**config.mk**
```make
export PLATFORM = sky130hd
export DESIGN_NAME = mini_aes_encrypt
export DESIGN_NICKNAME = d
export VERILOG_FILES = /design/src/rtl/core/maes_pkg.sv /design/src/rtl/core/maes_key_sched.sv /design/src/rtl/core/maes_stage.sv /design/src/rtl/core/mini_aes_encrypt.sv
export VERILOG_INCLUDE_DIRS = /design/src /design/src/rtl/core
export SDC_FILE = /design/constraint.sdc
export NUM_CORES = 1
export LEC_CHECK = 0
export ABC_AREA = 1
export BUFFER_PORTS_ARGS = -buffer_cell sky130_fd_sc_hd__clkbuf_2
export CAP_MARGIN = 20
export CORE_UTILIZATION = 40
export DETAILED_ROUTE_END_ITERATION = 6
export GPL_ROUTABILITY_DRIVEN = 0
export PLACE_DENSITY = 0.65
export REMOVE_ABC_BUFFERS = 1
export SYNTH_ARGS = -nofsm -noshare
export SYNTH_HDL_FRONTEND = slang
export SYNTH_HIERARCHICAL = 1
export SYNTH_SLANG_ARGS = --single-unit
```
**constraint.sdc**
```tcl
create_clock -name i_clk -period 5.62 [get_ports i_clk]
set_clock_uncertainty 0.15 [all_clocks]
set_input_delay 0.562 -clock i_clk [delete_from_list [all_inputs] [get_ports i_clk]]
set_output_delay 0.562 -clock i_clk [all_outputs]
set_load 0.005 [all_outputs]
```
**src/rtl/core/mini_aes_encrypt_defines.svh**
```systemverilog
// Assertion macros shared by the mini AES encryption core
`ifndef MINI_AES_ENCRYPT_DEFINES_SVH
`define MINI_AES_ENCRYPT_DEFINES_SVH

// Checked on every clock edge, off while reset is held
`define MAES_ASSERT(label, prop, msg) \
    label: assert property (@(posedge i_clk) disable iff (!i_rst_n) (prop)) else $error(msg);

// Checked on every clock edge, reset included
`define MAES_ASSERT_ALWAYS(label, prop, msg) \
    label: assert property (@(posedge i_clk) (prop)) else $error(msg);

`endif

```
**src/rtl/core/maes_pkg.sv**
```systemverilog
// Types, constants and round functions of the mini AES encryption core
`default_nettype none

package maes_pkg;

    localparam int BlkW = 16;
    localparam int NibW = 4;

    typedef logic [NibW-1:0] t_nib;
    typedef logic [BlkW-1:0] t_block;

    typedef struct packed {
        t_block rk0;
        t_block rk1;
        t_block rk2;
    } t_round_keys;

    localparam t_nib RCON1 = 4'h1;
    localparam t_nib RCON2 = 4'h2;
    // x^4 + x + 1 with the x^4 term dropped
    localparam t_nib GF_RED = 4'h3;

    localparam t_nib SBOX [16] = '{
        4'hE, 4'h4, 4'hD, 4'h1, 4'h2, 4'hF, 4'hB, 4'h8,
        4'h3, 4'hA, 4'h6, 4'hC, 4'h5, 4'h9, 4'h0, 4'h7
    };

    function automatic t_nib sub_nib(input t_nib x);
        return SBOX[x];
    endfunction

    function automatic t_nib gf_x2(input t_nib x);
        t_nib t;
        t = {x[2:0], 1'b0};
        if (x[3]) begin
            t = t ^ GF_RED;
        end
        return t;
    endfunction

    function automatic t_nib gf_x3(input t_nib x);
        return gf_x2(x) ^ x;
    endfunction

    function automatic t_block sub_block(input t_block v);
        return {sub_nib(v[15:12]), sub_nib(v[11:8]), sub_nib(v[7:4]), sub_nib(v[3:0])};
    endfunction

    // swap of nibbles 1 and 3
    function automatic t_block shift_block(input t_block v);
        return {v[15:12], v[3:0], v[7:4], v[11:8]};
    endfunction

    function automatic t_block mix_block(input t_block v);
        t_nib a;
        t_nib b;
        t_nib c;
        t_nib d;
        a = v[15:12];
        b = v[11:8];
        c = v[7:4];
        d = v[3:0];
        return {gf_x3(a) ^ gf_x2(b), gf_x2(a) ^ gf_x3(b),
                gf_x3(c) ^ gf_x2(d), gf_x2(c) ^ gf_x3(d)};
    endfunction

    function automatic t_block next_round_key(input t_block prev, input t_nib rcon);
        t_nib n0;
        t_nib n1;
        t_nib n2;
        t_nib n3;
        n0 = prev[15:12] ^ sub_nib(prev[3:0]) ^ rcon;
        n1 = prev[11:8] ^ n0;
        n2 = prev[7:4] ^ n1;
        n3 = prev[3:0] ^ n2;
        return {n0, n1, n2, n3};
    endfunction

endpackage

`default_nettype wire

```
**src/rtl/core/maes_key_sched.sv**
```systemverilog
// Key register and round key expansion
`default_nettype none

`include "mini_aes_encrypt_defines.svh"

module maes_key_sched
    import maes_pkg::*;
(
    input  wire logic        i_clk,
    input  wire logic        i_rst_n,
    input  wire logic        i_we,
    input  wire t_block      i_key,
    output t_round_keys      o_keys
);

    t_round_keys r_keys;
    t_round_keys n_keys;
    t_block      n_rk1;

    // expansion runs at write time so the datapath sees ready keys
    always_comb begin
        n_rk1       = next_round_key(i_key, RCON1);
        n_keys.rk0  = i_key;
        n_keys.rk1  = n_rk1;
        n_keys.rk2  = next_round_key(n_rk1, RCON2);
    end

    always_ff @(posedge i_clk) begin
        if (!i_rst_n) begin
            r_keys.rk0 <= '0;
            r_keys.rk1 <= next_round_key('0, RCON1);
            r_keys.rk2 <= next_round_key(next_round_key('0, RCON1), RCON2);
        end else if (i_we) begin
            r_keys <= n_keys;
        end
    end

    assign o_keys = r_keys;

    `MAES_ASSERT(a_key_load, i_we |=> (r_keys.rk0 == $past(i_key)),
        "round key 0 differs from written key")
    `MAES_ASSERT(a_key_chain, !i_we |=> (r_keys.rk2 == next_round_key(r_keys.rk1, RCON2)),
        "round key 2 does not follow round key 1")

endmodule

`default_nettype wire

```
**src/rtl/core/maes_stage.sv**
```systemverilog
// One pipeline register with valid and stall flow control
`default_nettype none

`include "mini_aes_encrypt_defines.svh"

module maes_stage
    import maes_pkg::*;
(
    input  wire logic   i_clk,
    input  wire logic   i_rst_n,
    input  wire logic   i_valid,
    output logic        o_stall,
    input  wire t_block i_data,
    output logic        o_valid,
    input  wire logic   i_stall,
    output t_block      o_data
);

    logic   r_valid;
    t_block r_data;

    // a bubble in this stage absorbs the transfer even when downstream stalls
    assign o_stall = r_valid && i_stall;

    always_ff @(posedge i_clk) begin
        if (!i_rst_n) begin
            r_valid <= 1'b0;
        end else if (!o_stall) begin
            r_valid <= i_valid;
        end
    end

    always_ff @(posedge i_clk) begin
        if (!o_stall && i_valid) begin
            r_data <= i_data;
        end
    end

    assign o_valid = r_valid;
    assign o_data  = r_data;

    `MAES_ASSERT(a_hold, (r_valid && i_stall) |=> (r_valid && $stable(r_data)),
        "stalled stage lost or changed its item")

endmodule

`default_nettype wire

```
**src/rtl/core/mini_aes_encrypt.sv**
```systemverilog
// Mini AES encryption core, top level
//
//   port group                 dir  width  transfer when
//   i_valid/o_stall/i_plaintext  in   16    i_valid && !o_stall
//   o_valid/i_stall/o_ciphertext out  16    o_valid && !i_stall
//   i_cipher_key_we/i_cipher_key in   16    i_cipher_key_we
//
// One block per cycle while o_stall is low; o_valid rises once the block has
// passed the stage registers u_s1, u_s2 and u_s3.
// Stage 1: key 0 add, S-box, swap; stage 2: MixColumn, key 1 add;
// stage 3: S-box, swap, key 2 add, held in the output register.
// Round keys are expanded into registers when the key is written.
// Reset empties all stages and sets the key to zero.
// A stall holds only the full stages behind it; empty stages keep filling.
`default_nettype none

`include "mini_aes_encrypt_defines.svh"

module mini_aes_encrypt
    import maes_pkg::*;
(
    input  wire logic         i_clk,
    input  wire logic         i_rst_n,
    input  wire logic         i_cipher_key_we,
    input  wire logic [15:0]  i_cipher_key,
    input  wire logic         i_valid,
    output logic              o_stall,
    input  wire logic [15:0]  i_plaintext,
    output logic              o_valid,
    input  wire logic         i_stall,
    output logic [15:0]       o_ciphertext
);

    t_round_keys keys;

    logic   s1_valid;
    logic   s1_stall;
    t_block s1_data;
    logic   s2_valid;
    logic   s2_stall;
    t_block s2_data;

    t_block d1;
    t_block d2;
    t_block d3;

    maes_key_sched u_key (
        .i_clk   (i_clk),
        .i_rst_n (i_rst_n),
        .i_we    (i_cipher_key_we),
        .i_key   (i_cipher_key),
        .o_keys  (keys)
    );

    assign d1 = shift_block(sub_block(i_plaintext ^ keys.rk0));
    assign d2 = mix_block(s1_data) ^ keys.rk1;
    assign d3 = shift_block(sub_block(s2_data)) ^ keys.rk2;

    maes_stage u_s1 (
        .i_clk   (i_clk),
        .i_rst_n (i_rst_n),
        .i_valid (i_valid),
        .o_stall (o_stall),
        .i_data  (d1),
        .o_valid (s1_valid),
        .i_stall (s1_stall),
        .o_data  (s1_data)
    );

    maes_stage u_s2 (
        .i_clk   (i_clk),
        .i_rst_n (i_rst_n),
        .i_valid (s1_valid),
        .o_stall (s1_stall),
        .i_data  (d2),
        .o_valid (s2_valid),
        .i_stall (s2_stall),
        .o_data  (s2_data)
    );

    maes_stage u_s3 (
        .i_clk   (i_clk),
        .i_rst_n (i_rst_n),
        .i_valid (s2_valid),
        .o_stall (s2_stall),
        .i_data  (d3),
        .o_valid (o_valid),
        .i_stall (i_stall),
        .o_data  (o_ciphertext)
    );

    `MAES_ASSERT(a_full_stall, o_stall |-> (s1_valid && s2_valid && o_valid),
        "input stalled while the pipeline has a free stage")

endmodule

`default_nettype wire
```
Word level (Yosys, flattened, before mapping)
Memory sizes are Yosys's and may differ from the RTL's. A register that Yosys moved wholly into a read port is not among the register bits.
Cells that the tools add are included.
{"block": "op_classes", "magnitude_cmp": 6, "muxes": 16, "bitwise": 35, "reduce_logical": 9}
{"operator": "$xor A4 B4 Y4", "count": 16}
{"operator": "$not A4 Y5", "count": 10}
{"operator": "$mux W4", "count": 12}
{"operator": "$xor A16 B16 Y16", "count": 3}
{"operator": "$ge A5 B5 Y1 const B", "count": 6}
{"operator": "$mux W2", "count": 4}
{"operator": "$not A2 Y2", "count": 4}
{"operator": "$logic_and A1 B1 Y1", "count": 6}
{"operator": "$logic_not A1 Y1", "count": 3}
{"operator": "$not A1 Y1", "count": 2}
{"block": "word_totals", "register_bits": 83, "rom_bits": 640, "out_inout_bits": 18, "elab_cells": 84, "mem_count": 10}
{"memory": "(name not given)", "depth": 16, "word_bits": 4, "read_ports": 1, "rd_clocked_by_memory_dff": 0, "write_ports": 0, "line_no": "maes_pkg.sv:29", "source": "return SBOX[x];"}
{"memory": "(name not given)", "depth": 16, "word_bits": 4, "read_ports": 1, "rd_clocked_by_memory_dff": 0, "write_ports": 0, "line_no": "maes_pkg.sv:29"}
{"memory": "(name not given)", "depth": 16, "word_bits": 4, "read_ports": 1, "rd_clocked_by_memory_dff": 0, "write_ports": 0, "line_no": "maes_pkg.sv:29"}
{"memory": "(name not given)", "depth": 16, "word_bits": 4, "read_ports": 1, "rd_clocked_by_memory_dff": 0, "write_ports": 0, "line_no": "maes_pkg.sv:29"}
{"memory": "(name not given)", "depth": 16, "word_bits": 4, "read_ports": 1, "rd_clocked_by_memory_dff": 0, "write_ports": 0, "line_no": "maes_pkg.sv:29"}
{"memory": "(name not given)", "depth": 16, "word_bits": 4, "read_ports": 1, "rd_clocked_by_memory_dff": 0, "write_ports": 0, "line_no": "maes_pkg.sv:29"}
{"memory": "+4 memories"}

Depth between registers and ports, before layout
Gate-level depths: netlist of run 1.
{"block": "logic_depth", "word_depth": 18, "depth_mapped": 26}

Modules after synthesis
The synthesis of run 1 kept the hierarchy.
{"module": "maes_key_sched", "instances": 1, "cells_each": 381, "area_each_um2": 2626.3, "seq_area_each_um2": 960.9}
{"module": "mini_aes_encrypt", "instances": 1, "cells_each": 485, "area_each_um2": 2472.4, "seq_area_each_um2": 0.0}
{"module": "maes_stage", "instances": 3, "cells_each": 23, "area_each_um2": 533.0, "seq_area_each_um2": 500.5}

Worst setup path before layout of run 1
Ideal clock, no wire load.
{"block": "synth_path", "path_kind": "input port to flip-flop", "from": "input port i_cipher_key[0]", "to": "register u_key.r_keys (netlist bit u_key/o_keys[1])", "setup_ns": 0.115, "t_arrival_ns": 2.575, "t_required_ns": 5.355, "path_slack_ns": 2.780, "stages": 25, "n_path_buf": 0, "path_cell_list": "inv_2 ha_1 inv_1 nand2_1 nand3_1 nand2_1 nand2_1 nand3_2 nand2_1 nand2_2 nand3_2 nand2_2 ha_1 inv_1 nand3_1 nand2_1 inv_2 nand2_1 nand2_1 nand2_1 nand3_2 nand2_2 nand3_1 nand2_1 nor2_1"}
{"item": "start: declaration", "line_no": "mini_aes_encrypt.sv:25", "source": "input wire logic [15:0] i_cipher_key,"}
{"item": "end signal: assignment", "line_no": "maes_key_sched.sv:34", "source": "r_keys <= n_keys;"}
{"item": "end: declaration", "line_no": "maes_key_sched.sv:16", "source": "t_round_keys r_keys;"}

==> summary.txt, run 1 <==
Status
  • Status: complete, no violations

Layout
  • Fillers: 1,673
  • Final core utilization: 0.465
  • Most common cell after layout, fill and taps aside: nand2_1
  • Cell area after layout: 7490 sq um
  • Most frequent cells in the layout: nand2_1, inv_1, nand3_1
  • NumNets Final: 1,062
  • Area grow syn2layout: 11.8%
  • Antenna diodes: 0
  • Finished Layout Cells: 1,208
  • Share of cells above drive strength 1: 0.135

Logic synthesis
  • Synth area leaders: edfxtp_1, nand2_1, dfxtp_1
  • Compound-Gate Fraction of Synth Area: 0.0994
  • Simple-Gate Fraction of Synth Area: 0.319
  • Yosys warns: 6
  • Main combinational cell family by area after synthesis: simple AND/OR/NAND/NOR gates
  • Post-Syn Instances: 935
  • Yosys top cell area share: 0.215
  • Proportion of synthesized area in mux cells: 0
  • Area leader, netlist: edfxtp_1
  • XOR/XNOR Fraction of Synth Area: 0.0598
  • Post-synthesis cell type count: 29
  • Post-Synth Adder-Cell Area: 0.0710
  • Synthesis-stage register bit count: 99
  • Synth Area per Inst: 7.16 sq um
  • Sequential-to-total area share from yosys stat: 0.368
  • Post-Syn Area: 6700 sq um

Timing
  • Crit path time final: 3060 ps
  • RSZ-0062 raised after global routing: no
  • Final period utilization: 0.544
  • Setup-failing EPs final: 0
  • Slew Viols, Final: 0
  • Worst Tran Pin Value: 898 ps
  • Final setup TNS: 0 ps
  • Max_slew headroom: 0.400
  • Fin. Hold Viols: 0
  • Fmax: 327 MHz

Critical path
  • R2R Path Start: u_s3/o_valid
  • Critical path peak fanout: 10
  • Crit path launch: i_cipher_key[0]
  • CP required: 5710 ps
  • Reg-to-reg slack, setup: 3700 ps
  • Crit Path Category: in -> reg
  • RR Endpoint: u_s1/o_data[4]
  • CP Capture Point: u_key/o_keys[1]
  • Startpoint Class: input port
  • Critical Path AT: 3150 ps
  • Endpoint class of the critical path: flop
  • R2R cell count: 7

Clock tree
  • CTS Sinks: 99
  • Num CTS Buffers: 9
  • Clock Path Buffers: 2
  • Root Buffer: clkbuf_16
  • CTS tree: done
  • Clk slew on worst S/H paths: 70 ps
  • Htree depth: 3
  • Hold Buf Count CTS: 0
  • Worst-Skew Late Latency: 350 ps
  • Post-CTS Resized: 0
  • Post-CTS setup buffers: 0

Hold path
  • Worst Hold Class: in -> reg

Drt
  • Routed via count: 5,831
  • DRC viols: 0
  • Final ANT Viol Nets: 0
  • Final wirelength: 14,700 um
  • Initial DRT Pass Iterations: 5
  • DRT iter0 DRCs: 389
  • Via density: 4.83
  • WL/cell: 12.1 um

Floorplan
  • Die height: 131 um
  • Num ports: 55
  • Die width: 131 um
  • Core Region: 16,100 sq um
  • # rows: 46
  • Die area: 17,300 sq um
  • Initial Utilization: 0.416

GRT
  • Initial antenna violation count: 0
  • Vias in the first global route: 5,088
  • Total track usage: 0.177
  • First-pass GRT wire length: 24,600 um
  • Global route overflow: 0
  • Largest net degree at the start of global routing: 44

Placement
  • Inst Count DP: 1,191
  • Detailed Place HPWL: 11,400 um
  • PortBufs: 54
  • DP Area: 7180 sq um

Power
  • Max rail drop VDD: 0.143 mV
  • Lkg Pwr: 3.79 nW
  • Final total power: 2.15 mW
  • Power Density: 287 nW/um^2

Job
  • Max_cap viols: 0
[worst max-delay path: stages]
cell      delay (ps)
clkbuf_2         210
inv_2            130
ha_1             300
inv_1             50
nand2_1           50
nand3_1          130
nand2_1           80
nand2_1          110
nand3_2           90
nand2_1          120
nand2_2           80
nand3_2           70
nand2_2           90
ha_1             210
inv_1             70
nand3_1           80
nand2_1           80
inv_2             30
nand2_1           60
nand2_1           50
nand2_1          100
nand3_2          100
nand2_2          110
nand3_1           80
nand2_1           70
nor2_1            40
[layer usage]
metal,up-vias,global-route usage,routed length [um]
li1,3115,-,-
met1,2590,0.248,7470
met2,111,0.277,6420
met3,15,0.0208,523
met4,0,0.0659,235
met5,-,0,0
[power breakdown]
| part | switching [mW] | internal (mW) |
|---|---|---|
| clock | 0.268 | 0.337 |
| combinational | 0.370 | 0.232 |
| sequential | 0.0763 | 0.862 |
| total | 0.714 | 1.43 |
[Yosys cell counts]
cell type / number
buf_1: 1
nand3_1: 89
nand3_2: 15
buf_6: 1
a21boi_0: 1
o21ai_0: 38
inv_1: 116
nand4_1: 1
a21oi_2: 4
a21oi_1: 55
o211ai_1: 18
xor2_2: 2
xnor2_1: 29
dfxtp_1: 51
inv_2: 10
nor2_1: 7
nor2_2: 4
nand2_1: 342
clkbuf_1: 12
ha_1: 38
xor2_1: 13
nand2_2: 26
edfxtp_1: 48
a211oi_1: 1
buf_2: 2
nand3b_1: 5
inv_4: 1
clkinv_1: 2
o21ai_1: 3
[metrics by stage]
stage | hold slack (ps) | setup slack (ps)
final | 328 | 2560
after global routing | 347 | 2280
after CTS | 321 | 2580
after detailed placement | 322 | 2210
after global placement | 321 | 2300
after floorplan | 303 | 2790
[flip-flops by register name (all words and copies together) (netlist names)]
| name | cells |
|---|---|
| u_key/o_keys | 48 |
| u_s1/o_data | 16 |
| u_s1/o_valid | 1 |
| u_s2/o_data | 16 |
| u_s2/o_valid | 1 |
| u_s3/o_data | 16 |
| u_s3/o_valid | 1 |
[logic make-up after synthesis]
kind of cell,Yosys count
xor+xnor,44
buf+inv,145
fa+ha+maj,38
compound gates,120
flops,99
simple gates,489
[worst min-delay path by stage]
stage,from,endpoint,slack (ps),depth (start not counted)
floorplan,u_key/o_keys[11],u_key/o_keys[11],300,2
CTS,i_valid,u_s1/o_valid,320,3
finish,i_valid,u_s1/o_valid,330,3
detailed placement,u_s1/o_valid,u_s1/o_valid,320,2
global route,i_valid,u_s1/o_valid,350,3
global placement,u_s1/o_valid,u_s1/o_valid,320,2
[cell type report]
cell class | count | area [sq um] | area share
sequential | 99 | 2460 | 0.329
timing repair buffer | 57 | 300 | 0.0401
clock buffer | 12 | 268 | 0.0358
inverter | 129 | 487 | 0.0650
clock inverter | 4 | 22.5 | 0.00301
multi-input combinational | 691 | 3680 | 0.491
tap | 216 | 270 | 0.0361
No activity file was read; power rests on OpenSTA's default activity.
==> run 2: changes to the inputs <==
- PLACE_DENSITY: 0.65 -> 0.67
- clock period: 5.62 -> 2.8 ns (I/O delays scaled with it)
==> run 2 against run 1 <==
  * Non-clock buffer count up 16
  * Flip-flop and latch count unchanged
  * Register-to-register slack worse by 2600 ps
  * Critical path type unchanged
  * Critical path depth unchanged
  * Highest routed layer unchanged
  * Utilization up 0.71 points
  * Clock-buffer cell count down 1
==> summary.txt, run 2 (synthesis gave the netlist of run 1 again) <==
GRT
  • Vias in the first global route: 5,122 (+0.67%)
  • Global route overflow: 0 (unchanged)
  • First-pass GRT wire length: 24,000 um (-2.5%)
  • Initial antenna violation count: 0 (unchanged)
  • Total track usage: 0.172 (-0.00449)
  • Largest net degree at the start of global routing: 53 (+20%)

Clock tree
  • CTS tree: done
  • Worst-Skew Late Latency: 350 ps (about the same)
  • Htree depth: 3 (unchanged)
  • Post-CTS Resized: 0 (unchanged)
  • Root Buffer: clkbuf_16
  • Clock Path Buffers: 2 (unchanged)
  • Num CTS Buffers: 9 (unchanged)
  • Hold Buf Count CTS: 0 (unchanged)
  • Clk slew on worst S/H paths: 70 ps (about the same)
  • Post-CTS setup buffers: 0 (unchanged)
  • CTS Sinks: 99 (unchanged)

Drt
  • Initial DRT Pass Iterations: 5 (unchanged)
  • DRT iter0 DRCs: 364 (-6.4%)
  • WL/cell: 11.9 um (-1.6%)
  • DRC viols: 0 (unchanged)
  • Via density: 4.74 (-1.9%)
  • Final wirelength: 14,600 um (-0.33%)
  • Final ANT Viol Nets: 0 (unchanged)
  • Routed via count: 5,797 (-0.58%)

Timing
  • Slew Viols, Final: 0 (unchanged)
  • Crit path time final: 2500 ps
  • Fmax: 400 MHz
  • Worst Tran Pin Value: 803 ps (-94.9 ps)
  • Final period utilization: 0.893
  • Final hold slack: 39.1 ps (-289 ps)
  • Setup ws final: 299 ps (-2260 ps)
  • Final setup TNS: 0 ps (unchanged)
  • RSZ-0062 raised after global routing: no
  • Setup-failing EPs final: 0 (unchanged)
  • Max_slew headroom: 0.464 (+0.0634)
  • Fin. Hold Viols: 0 (unchanged)

Layout
  • Finished Layout Cells: 1,224 (+1.3%)
  • NumNets Final: 1,078 (+1.5%)
  • Final core utilization: 0.472 (+0.00714)
  • Most common cell after layout, fill and taps aside: nand2_1
  • Antenna diodes: 0 (unchanged)
  • Area grow syn2layout: 13.5%
  • Max reg flops: 48 (unchanged)
  • Most frequent cells in the layout: nand2_1, inv_1, nand3_1
  • Share of cells above drive strength 1: 0.150 (+0.0147)

Status
  • Status: complete, no violations

Critical path
  • Slowest CP cell: ha_1
  • R2R cell count: 6 (-1)
  • Startpoint Class: input port
  • Critical path peak fanout: 4 (-6)
  • Critical Path AT: 2600 ps (-550 ps)
  • Most frequent CP cell: nand2_1
  • CP required: 2900 ps (-2810 ps)
  • Endpoint class of the critical path: flop
  • Crit Path Category: in -> reg
  • Slowest Stage Delay on Critical Path: 280 ps (-20 ps)

Hold path
  • Hold path cells: 3 (unchanged)
  • Worst Hold Class: in -> reg

Power
  • Max rail drop VDD: 0.297 mV (+110%)
  • Power Density: 571 nW/um^2 (+99%)
  • Lkg Pwr: 3.87 nW (+2.0%)

Floorplan
  • Die height: 131 um (unchanged)
  • Num ports: 55 (unchanged)
  • Initial Utilization: 0.416 (unchanged)
  • Die width: 131 um (unchanged)
  • # rows: 46 (unchanged)
  • Die area: 17,300 sq um (unchanged)
  • Core Region: 16,100 sq um (unchanged)

Job
  • Max_cap viols: 0 (unchanged)

Placement
  • Place WS: -62.4 ps (-2270 ps)
  • PortBufs: 54 (unchanged)
  • Detailed Place HPWL: 11,500 um (+0.55%)
  • Inst Count DP: 1,208 (+1.4%)
[run 2: area by class of cell]
cell class	count	area, sq um
clock inverters	5	33.8
inverters	129	487
repair buffers	73	413
flip-flops and latches	99	2460
well taps	216	270
clock buffers	11	254
fillers	1675	8510
multi-input cells	691	3680
[run 2: final timing paths]
check                       start         endpoint  slack (ps)
hold reg to reg      u_s1/o_valid     u_s1/o_valid         330
setup reg to reg   u_s2/o_data[8]   u_s3/o_data[0]        1090
hold / removal            i_valid     u_s1/o_valid          40
setup / recovery  i_cipher_key[0]  u_key/o_keys[1]         300
[run 2: routing by layer]
layer  vias to the layer above  GRT usage  wire length, um
met4                         0     0.0736              302
met3                        18     0.0274              507
met1                      2542      0.235             7410
li1                       3144          -                -
met5                         -          0                0
met2                        93      0.269             6380
[run 2: worst max-delay path, delay by kind of cell]
kind / cells / cell delay, ps
buf+inv: 5 / 330
fa+ha+maj: 2 / 470
simple gates: 19 / 1550
[run 2: per-stage QoR]
stage / instance area, sq um / power (mW)
after floorplan: 6630 / 2.80
after global placement: 7310 / 3.12
after detailed placement: 7310 / 3.15
after CTS: 7600 / 4.37
after global routing: 7600 / 4.64
final: 7600 / 4.34
[run 2: report_power, final]
group / internal, mW / leakage (nW) / total, mW / switching [mW]
sequential: 1.73 / 0.880 / 1.88 / 0.146
clock: 0.660 / 0.142 / 1.22 / 0.560
combinational: 0.491 / 2.85 / 1.24 / 0.752
==> run 3: changes to the inputs <==
- ABC_CLOCK_PERIOD_IN_PS: default -> 2800
- CORE_MARGIN: default -> 2
- SETUP_SLACK_MARGIN: default -> 0.3
==> run 3 against run 2 <==
  * Register-to-register slack lost 40 ps
  * Routed wire length grew 2.2%
  * Utilization grew 1.0 points
  * Combinational power grew 8%
  * Non-clock buffer count grew 7
  * Final area grew 4.4%
  * Largest cell class unchanged
==> summary.txt, run 3 (synthesis gave the netlist of run 1 again) <==
Floorplan
  • Initial Utilization: 0.407 (-0.00884)
  • Die area: 17,800 sq um (+3.1%)
  • Die width: 133 um (+1.5%)
  • Die height: 133 um (+1.5%)
  • # rows: 47 (+2.2%)
  • Core Region: 16,500 sq um (+2.2%)
  • Num ports: 55 (unchanged)

Critical path
  • Crit Path Category: in -> reg
  • Critical Path AT: 2530 ps (-70 ps)
  • Reg-to-reg slack, setup: 1050 ps (-40 ps)
  • R2R Path Start: u_s2/o_data[0]
  • Critical path peak fanout: 3 (-1)
  • Endpoint class of the critical path: flop
  • Slowest CP cell: ha_2
  • Most frequent CP cell: nand2_2
  • Startpoint Class: input port
  • Slowest Stage Delay on Critical Path: 190 ps (-90 ps)
  • RR Endpoint: u_s3/o_data[8]
  • CP required: 2900 ps (about the same)
  • CP delay by family, top: simple AND/OR/NAND/NOR gates
  • R2R cell count: 8 (+2)
  • WP buf/inv: 4 (-1)

Status
  • Status: complete, no violations

Timing
  • Worst Tran Pin Value: 840 ps (+36.8 ps)
  • Setup-failing EPs final: 0 (unchanged)
  • Fmax: 411 MHz (+2.7%)
  • RSZ-0062 raised after global routing: yes
  • Final period utilization: 0.870 (-0.0236)
  • Fin. Hold Viols: 0 (unchanged)
  • Final hold slack: 42.3 ps (+3.16 ps)
  • Slew Viols, Final: 0 (unchanged)
  • Crit path time final: 2440 ps (-66.1 ps)
  • Max_slew headroom: 0.439 (-0.0246)

Hold path
  • Worst Hold Class: in -> reg
  • Hold path startpoint: i_stall
  • Hold path cells: 3 (unchanged)
  • Hold Path End: u_s3/o_valid

Clock tree
  • CTS Sinks: 99 (unchanged)
  • Worst-Skew Late Latency: 350 ps (about the same)
  • Root Buffer: clkbuf_16
  • Clk slew on worst S/H paths: 70 ps (about the same)
  • Hold Buf Count CTS: 0 (unchanged)
  • Htree depth: 3 (unchanged)
  • CTS tree: done
  • Clock Path Buffers: 2 (unchanged)
  • Num CTS Buffers: 9 (unchanged)

Power
  • Lkg Pwr: 3.98 nW (+2.9%)
  • Max rail drop VDD: 0.346 mV (+17%)
  • Power Density: 568 nW/um^2 (-0.51%)

Placement
  • PortBufs: 54 (unchanged)
  • Detailed Place HPWL: 11,600 um (+0.87%)
  • DP Area: 7330 sq um (+0.27%)

Drt
  • Routed via count: 5,910 (+1.9%)
  • Final wirelength: 14,900 um (+2.2%)
  • Initial DRT Pass Iterations: 5 (unchanged)
  • WL/cell: 12.1 um (+1.3%)
  • Via density: 4.79 (+1.0%)
  • DRT iter0 DRCs: 380 (+4.4%)
  • Final ANT Viol Nets: 0 (unchanged)
  • DRC viols: 0 (unchanged)

GRT
  • Initial antenna violation count: 0 (unchanged)
  • First-pass GRT wire length: 24,900 um (+3.8%)
  • Vias in the first global route: 5,242 (+2.3%)
  • Global route overflow: 0 (unchanged)
  • Largest net degree at the start of global routing: 53 (unchanged)
  • Total track usage: 0.171 (-0.000912)

Layout
  • NumNets Final: 1,085 (+0.65%)
  • Antenna diodes: 0 (unchanged)
  • Max reg flops: 48 (unchanged)
  • Area grow syn2layout: 18.6%
  • Most common cell after layout, fill and taps aside: nand2_1
  • Share of cells above drive strength 1: 0.196 (+0.0463)
  • Most frequent cells in the layout: nand2_1, inv_1, nand3_1
  • Cell area after layout: 7940 sq um (+4.4%)

Job
  • Max_cap viols: 0 (unchanged)
run 3: worst max path at each step:
stage                         start               to  slack [ps]  cells past startpoint
floorplan           i_cipher_key[0]  u_key/o_keys[1]         250                     25
global placement    i_cipher_key[0]  u_key/o_keys[1]          60                     26
detailed placement  i_cipher_key[0]  u_key/o_keys[1]         -20                     26
CTS                 i_cipher_key[0]  u_key/o_keys[1]         340                     26
global route        i_cipher_key[0]  u_key/o_keys[4]         200                     25
finish              i_cipher_key[0]  u_key/o_keys[1]         360                     26
run 3: repair_timing:
item	4_1_cts	5_1_grt
endpoints found under the setup margin	0	15
setup buffers	0	5
resized for setup	0	60
run 3: final cells by class:
class,instances,area [sq um]
well taps,220,275
clock inverters,5,57.6
inverters,129,487
flip-flops and latches,99,2460
repair buffers,80,465
multi-input cells,691,3940
clock buffers,11,254
fillers,1671,8520
run 3: worst register-to-register path: stages (launching register included):
cell and delay (ps):
edfxtp_1 490, inv_1 130, ha_1 310, inv_1 50
nand2_1 60, o211ai_1 120, nand2_1 90, nand2_1 70
nand2_1 50
run 3: metrics by stage:
step / worst slack, ps / util / std cells / setup TNS, ps / power, mW
after global routing: 203 / 0.482 / 1235 / 0 / 4.81
after detailed placement: -23.3 / 0.445 / 1214 / -23.3 / 3.15
final: 365 / 0.482 / 1235 / 0 / 4.51
after floorplan: 253 / - / 919 / 0 / 2.80
after global placement: 62.8 / 0.445 / 1214 / 0 / 3.12
after CTS: 340 / 0.464 / 1230 / 0 / 4.45
run 3: layer usage:
metal,part of all wire,global-route usage
met4,0.017,0.0550
met3,0.043,0.0240
met5,0,0
met2,0.46,0.272
met1,0.48,0.242
run 3: where the power goes:
group	total [mW]	internal, mW	switching, mW
sequential	1.88	1.73	0.145
combinational	1.34	0.532	0.804
clock	1.30	0.749	0.549
total	4.51	3.01	1.50
